[config.mk]
export PLATFORM = sky130hd
export DESIGN_NAME = s2c_cordic
export DESIGN_NICKNAME = d
export VERILOG_FILES = /design/src/design/s2c_pkg.sv /design/src/design/s2c_cordic.sv
export SDC_FILE = /design/constraint.sdc
export NUM_CORES = 2
export LEC_CHECK = 0
export BUFFER_PORTS_ARGS = -buffer_cell sky130_fd_sc_hd__buf_2
export CAP_MARGIN = 20
export CORE_UTILIZATION = 35
export DETAILED_ROUTE_END_ITERATION = 10
export GPL_TIMING_DRIVEN = 0
export PLACE_DENSITY = 0.53
export SYNTH_ARGS = -nofsm -noshare
export SYNTH_HDL_FRONTEND = slang
export SYNTH_SLANG_ARGS = --single-unit
[constraint.sdc]
create_clock -name clk -period 8.55 [get_ports clk]
set_clock_uncertainty 0.2 [all_clocks]
set_input_delay 1.2825 -clock clk [delete_from_list [all_inputs] [get_ports clk]]
set_output_delay 1.2825 -clock clk [all_outputs]
set_load 0.01 [all_outputs]
[src/design/s2c_pkg.sv]
// Shared types, constants and the arctangent table for the spherical to
// Cartesian converter. No dependencies.
package s2c_pkg;

    // Angle format: degrees with 16 fraction bits
    localparam int ANG_W   = 26;
    localparam int MOD_W   = 25;                    // wrapped angle, [0, 360)
    localparam int ZW      = 24;                    // CORDIC residual angle
    localparam int XW      = 34;                    // CORDIC x/y, Q30 plus headroom
    localparam int RAD_W   = 32;
    localparam int COORD_W = 32;
    localparam int LAT_W   = 36;                    // first product after rounding
    localparam int P1_W    = RAD_W + XW;            // radius times trig term
    localparam int P2_W    = LAT_W + XW;            // lateral term times trig term
    localparam int PR_W    = P2_W - 30;             // second product after rounding

    localparam logic signed [ANG_W:0] ANG_FULL    = 27'sd23592960;
    localparam logic [MOD_W-1:0]      ANG_QUARTER = 25'd5898240;
    localparam logic [MOD_W-1:0]      ANG_HALF    = 25'd11796480;
    localparam logic [MOD_W-1:0]      ANG_3QUART  = 25'd17694720;
    localparam logic [MOD_W-1:0]      ANG_EIGHTH  = 25'd2949120;

    localparam logic signed [XW-1:0]  CORDIC_GAIN = 34'sd652032874;

    typedef enum logic [0:0] {
        CONV_AZEL  = 1'b0,
        CONV_POLAR = 1'b1
    } conv_t;

    // atan(2^-i) in degrees, 16 fraction bits
    function automatic logic signed [ZW-1:0] atan_deg(input int idx);
        logic signed [ZW-1:0] v;
        case (idx)
            0:  v = 24'sd2949120;
            1:  v = 24'sd1740967;
            2:  v = 24'sd919879;
            3:  v = 24'sd466945;
            4:  v = 24'sd234379;
            5:  v = 24'sd117304;
            6:  v = 24'sd58666;
            7:  v = 24'sd29335;
            8:  v = 24'sd14668;
            9:  v = 24'sd7334;
            10: v = 24'sd3667;
            11: v = 24'sd1833;
            12: v = 24'sd917;
            13: v = 24'sd458;
            14: v = 24'sd229;
            15: v = 24'sd115;
            16: v = 24'sd57;
            17: v = 24'sd29;
            18: v = 24'sd14;
            19: v = 24'sd7;
            20: v = 24'sd4;
            21: v = 24'sd2;
            22: v = 24'sd1;
            default: v = '0;
        endcase
        return v;
    endfunction

endpackage

[src/design/s2c_cordic.sv]
// Pipelined rotation-mode CORDIC in degrees, one micro-rotation per stage,
// with quadrant fix-up on the output. Depends on s2c_pkg.
module s2c_cordic
    import s2c_pkg::*;
#(
    parameter int STAGES = 16
)
(
    input  logic                 clk,
    input  logic                 en,
    input  logic signed [ZW-1:0] rem_in,
    input  logic [1:0]           quad_in,
    output logic signed [XW-1:0] cos_out,
    output logic signed [XW-1:0] sin_out
);

    logic signed [XW-1:0] x_reg [STAGES];
    logic signed [XW-1:0] y_reg [STAGES];
    logic signed [ZW-1:0] z_reg [STAGES];
    logic [1:0]           q_reg [STAGES];

    // One micro-rotation per register stage
    for (genvar i = 0; i < STAGES; i++) begin : g_stage
        logic signed [XW-1:0] xp, yp, xs, ys, x_next, y_next;
        logic signed [ZW-1:0] zp, z_next;
        logic [1:0]           qp;

        if (i == 0) begin : g_first
            assign xp = CORDIC_GAIN;
            assign yp = '0;
            assign zp = rem_in;
            assign qp = quad_in;
        end else begin : g_rest
            assign xp = x_reg[i-1];
            assign yp = y_reg[i-1];
            assign zp = z_reg[i-1];
            assign qp = q_reg[i-1];
        end

        assign xs = xp >>> i;
        assign ys = yp >>> i;

        always_comb
        begin
            if (!zp[ZW-1]) begin
                x_next = xp - ys;
                y_next = yp + xs;
                z_next = zp - atan_deg(i);
            end else begin
                x_next = xp + ys;
                y_next = yp - xs;
                z_next = zp + atan_deg(i);
            end
        end

        always_ff @(posedge clk)
        begin
            if (en) begin
                x_reg[i] <= x_next;
                y_reg[i] <= y_next;
                z_reg[i] <= z_next;
                q_reg[i] <= qp;
            end
        end
    end

    // Swap and negate by quadrant
    always_comb
    begin
        case (q_reg[STAGES-1])
            2'd0: begin cos_out = x_reg[STAGES-1];  sin_out = y_reg[STAGES-1];  end
            2'd1: begin cos_out = -y_reg[STAGES-1]; sin_out = x_reg[STAGES-1];  end
            2'd2: begin cos_out = -x_reg[STAGES-1]; sin_out = -y_reg[STAGES-1]; end
            default: begin cos_out = y_reg[STAGES-1]; sin_out = -x_reg[STAGES-1]; end
        endcase
    end

endmodule

==> reports/qor.txt <==
CP delay by family, top: compound AO/OA/AOI/OAI gates
EDFF count, synth: 1364
CP required: 8930 ps
Final period util: 78.99%
top cells by count, synth: edfxtp_1 (1364), a21oi_1 (1340), ha_1 (1267)
Die X: 575.5 um
largest net degree at the start of global routing: 173
worst r2r dst: y_reg[0][237]$_DFFE_PP_
Congestion Overflow GR: 0
Synth warnings: 0
Num CTS Buffers: 175
Final setup viols: 0
Max clock buf depth: 4
Placed Area: 121400 um2
I/O Pins: 96
fmax: 148.1 MHz
post-synthesis register bit count: 1364
Tot GR Track Use: 18.20%
1st-iter DRT viols: 5494
Final ANT Viol Nets: 0
Max stage delay on crit path: 790 ps
Critical Path Fanout Max: 10
Initial Util: 35.18%
Hold Crit Class: reg2reg
Final Slew Violations: 0
Worst-Margin Slew: 1100 ps
Final #Nets: 13.65k
Worst EP arrival: 7130 ps
end of the critical path: y_reg[0][237]$_DFFE_PP_
Core Box Area: 327100 um2
syn avg cell area: 9.571 um2
Via density: 5.270
worst-path cell with the longest stage delay: clkbuf_1
Post-Syn Nets: 13.37k
TritonCTS clock tree: yes
later-pin clock latency in the skew report: 870 ps
number of port buffers: 95
area grow syn2layout: 10.42%
Chip Height: 575.5 um
H-tree depth: 4
site row count: 210
Syn Inst Count: 12.03k
minimum clock period: 6754 ps
worst-case headroom to the max-slew limit: 26.49%
Total Neg Setup Slack: 0 ps
RSZ-0062 raised after global routing: no
post-DR wirelength/cell: 18.40 um
CP startpoint kind: register
Final Cell Area: 127100 um2
number of global-route vias before repair: 84.66k
post-synthesis async set-or-reset flop share: 0%
Post-synth top flop: edfxtp_1
Levels on crit path: 16
proportion of layout cells with a drive suffix above 1: 4.303%
worst setup path startpoint: z_reg[0][143]$_DFFE_PP_
Clock Pin Slew Worst Setup and Hold Paths: 60 ps
Yosys cell types: 99
drt first pass iters: 6
setup bufs post-CTS: 0
post-cts sizing count: 0
crit path buf inv count: 3
drt total wl: 309200 um
FF-to-FF setup slack: 1800 ps
Max Cap Viol: 0
outcome: completed
most common cell in the netlist: edfxtp_1
hpwl dp: 247600 um
Die Area: 331100 um2
Synth top area share: 35.59%
Crit Path Class: reg2reg
Hold Violations, Final: 0
Largest register FFs: 511
cts hold-fix bufs: 0
biggest area consumer among synthesized cells: edfxtp_1
Root Buffer: clkbuf_16
initial antenna violation count: 1
worst r2r src: z_reg[0][143]$_DFFE_PP_
gpl congestion: 0.8811
first-pass GRT wire length: 482600 um
DRC violations left: 0
CTS Sinks: 1364
worst reg-to-reg path cell count: 16
via count: 88.56k
Seq/Total Area, Yosys: 35.59%
cells along the critical path: clkbuf_1 > clkbuf_1 > buf_1 > a21oi_1 > xnor2_1 > ha_1 > o2111ai_1 > a311oi_1 > o22a_1 > a41oi_1 > o41ai_2 > a2111oi_0 > nor3_1 > a21o_1 > a21oi_1 > xnor2_1
endpoint class of the critical path: register
top cells by area, synth: edfxtp_1 (36%), ha_1 (14%), xnor2_1 (9.3%)
Mapped Area: 115100 um2
[kinds of logic after synthesis]
family | after synthesis | synth area share [%]
AOI/OAI and AO/OA | 3489 | 19.01
xor gates and xnor gates | 1811 | 13.78
adders and majority gates | 1311 | 14.54
buffers and inverters | 709 | 2.319
DFF | 1364 | 35.59
muxes | 140 | 1.308
and+or+nand+nor | 3202 | 13.46
[how the worst min path moves through the flow]
stage,slack [ps],start,endpoint,cells past startpoint
2_1_floorplan,200,q_reg[0][8]$_DFFE_PP_,q_reg[0][10]$_DFFE_PP_,0
3_3_place_gp,200,q_reg[1][12]$_DFFE_PP_,q_reg[1][14]$_DFFE_PP_,0
3_5_place_dp,210,z_reg[1][96]$_DFFE_PP_,z_reg[1][120]$_DFFE_PP_,0
4_1_cts,210,q_reg[1][4]$_DFFE_PP_,q_reg[1][6]$_DFFE_PP_,0
5_1_grt,220,q_reg[1][4]$_DFFE_PP_,q_reg[1][6]$_DFFE_PP_,0
6_report,210,q_reg[1][4]$_DFFE_PP_,q_reg[1][6]$_DFFE_PP_,0
[routing by layer]
metal | track usage [%] | up-vias | wire, um
li1 | - | 45050 | -
met1 | 23.68 | 41450 | 140600
met2 | 31.54 | 1622 | 146300
met3 | 1.640 | 442 | 11330
met4 | 6.192 | 2 | 10790
met5 | 0 | - | 281
[per-stage QoR]
| step | hold WS, ps | std cells | util [%] | setup WS, ps |
|---|---|---|---|---|
| 2_1_floorplan | 200.3 | 12030 | - | 3748 |
| 3_3_place_gp | 201.3 | 16470 | 36.99 | -16530 |
| 3_5_place_dp | 205.4 | 16480 | 37.11 | 1713 |
| 4_1_cts | 209.3 | 16800 | 38.83 | 1659 |
| 5_1_grt | 215.0 | 16810 | 38.85 | 1325 |
| 6_report | 211.5 | 16810 | 38.85 | 1796 |
[cell usage in the layout, fill, tap and decap left out, types with 45 or more instances in the layout]
cell	netlist	layout
edfxtp_1	1364	1364
a21oi_1	1340	1340
ha_1	1267	1267
xnor2_1	1220	1220
nor2_1	1121	1121
xor2_1	591	591
nand2_1	591	591
o21ai_0	536	536
inv_1	526	526
a21o_1	501	501
nor3_1	311	311
nand3_1	214	214
o21a_1	208	208
nand2b_1	197	197
clkbuf_16	0	179
clkbuf_1	142	178
nor2b_1	155	155
o21bai_1	152	152
a31oi_1	139	139
a211oi_1	101	101
and3_1	98	98
buf_2	3	97
and2_1	85	85
nor4_1	81	81
mux2i_1	75	75
or3_1	74	74
mux2_2	63	63
o31ai_1	61	61
nand4_1	58	58
o41ai_1	46	46
o211ai_1	45	45
[cell type report]
cell class,count,area (um2)
Clock inverter,103,1006
Buffer,180,683.2
Multi-Input combinational cell,9953,71470
Tap cell,4346,5438
Clock buffer,215,4614
Inverter,529,1986
Sequential cell,1364,40960
Antenna cell,4,10.01
Fill cell,32560,200000
Timing Repair Buffer,112,920.9
Power is left out: the tool's default activity adds up to more than one toggle a clock period on the data nets, which glitch-free logic cannot reach.
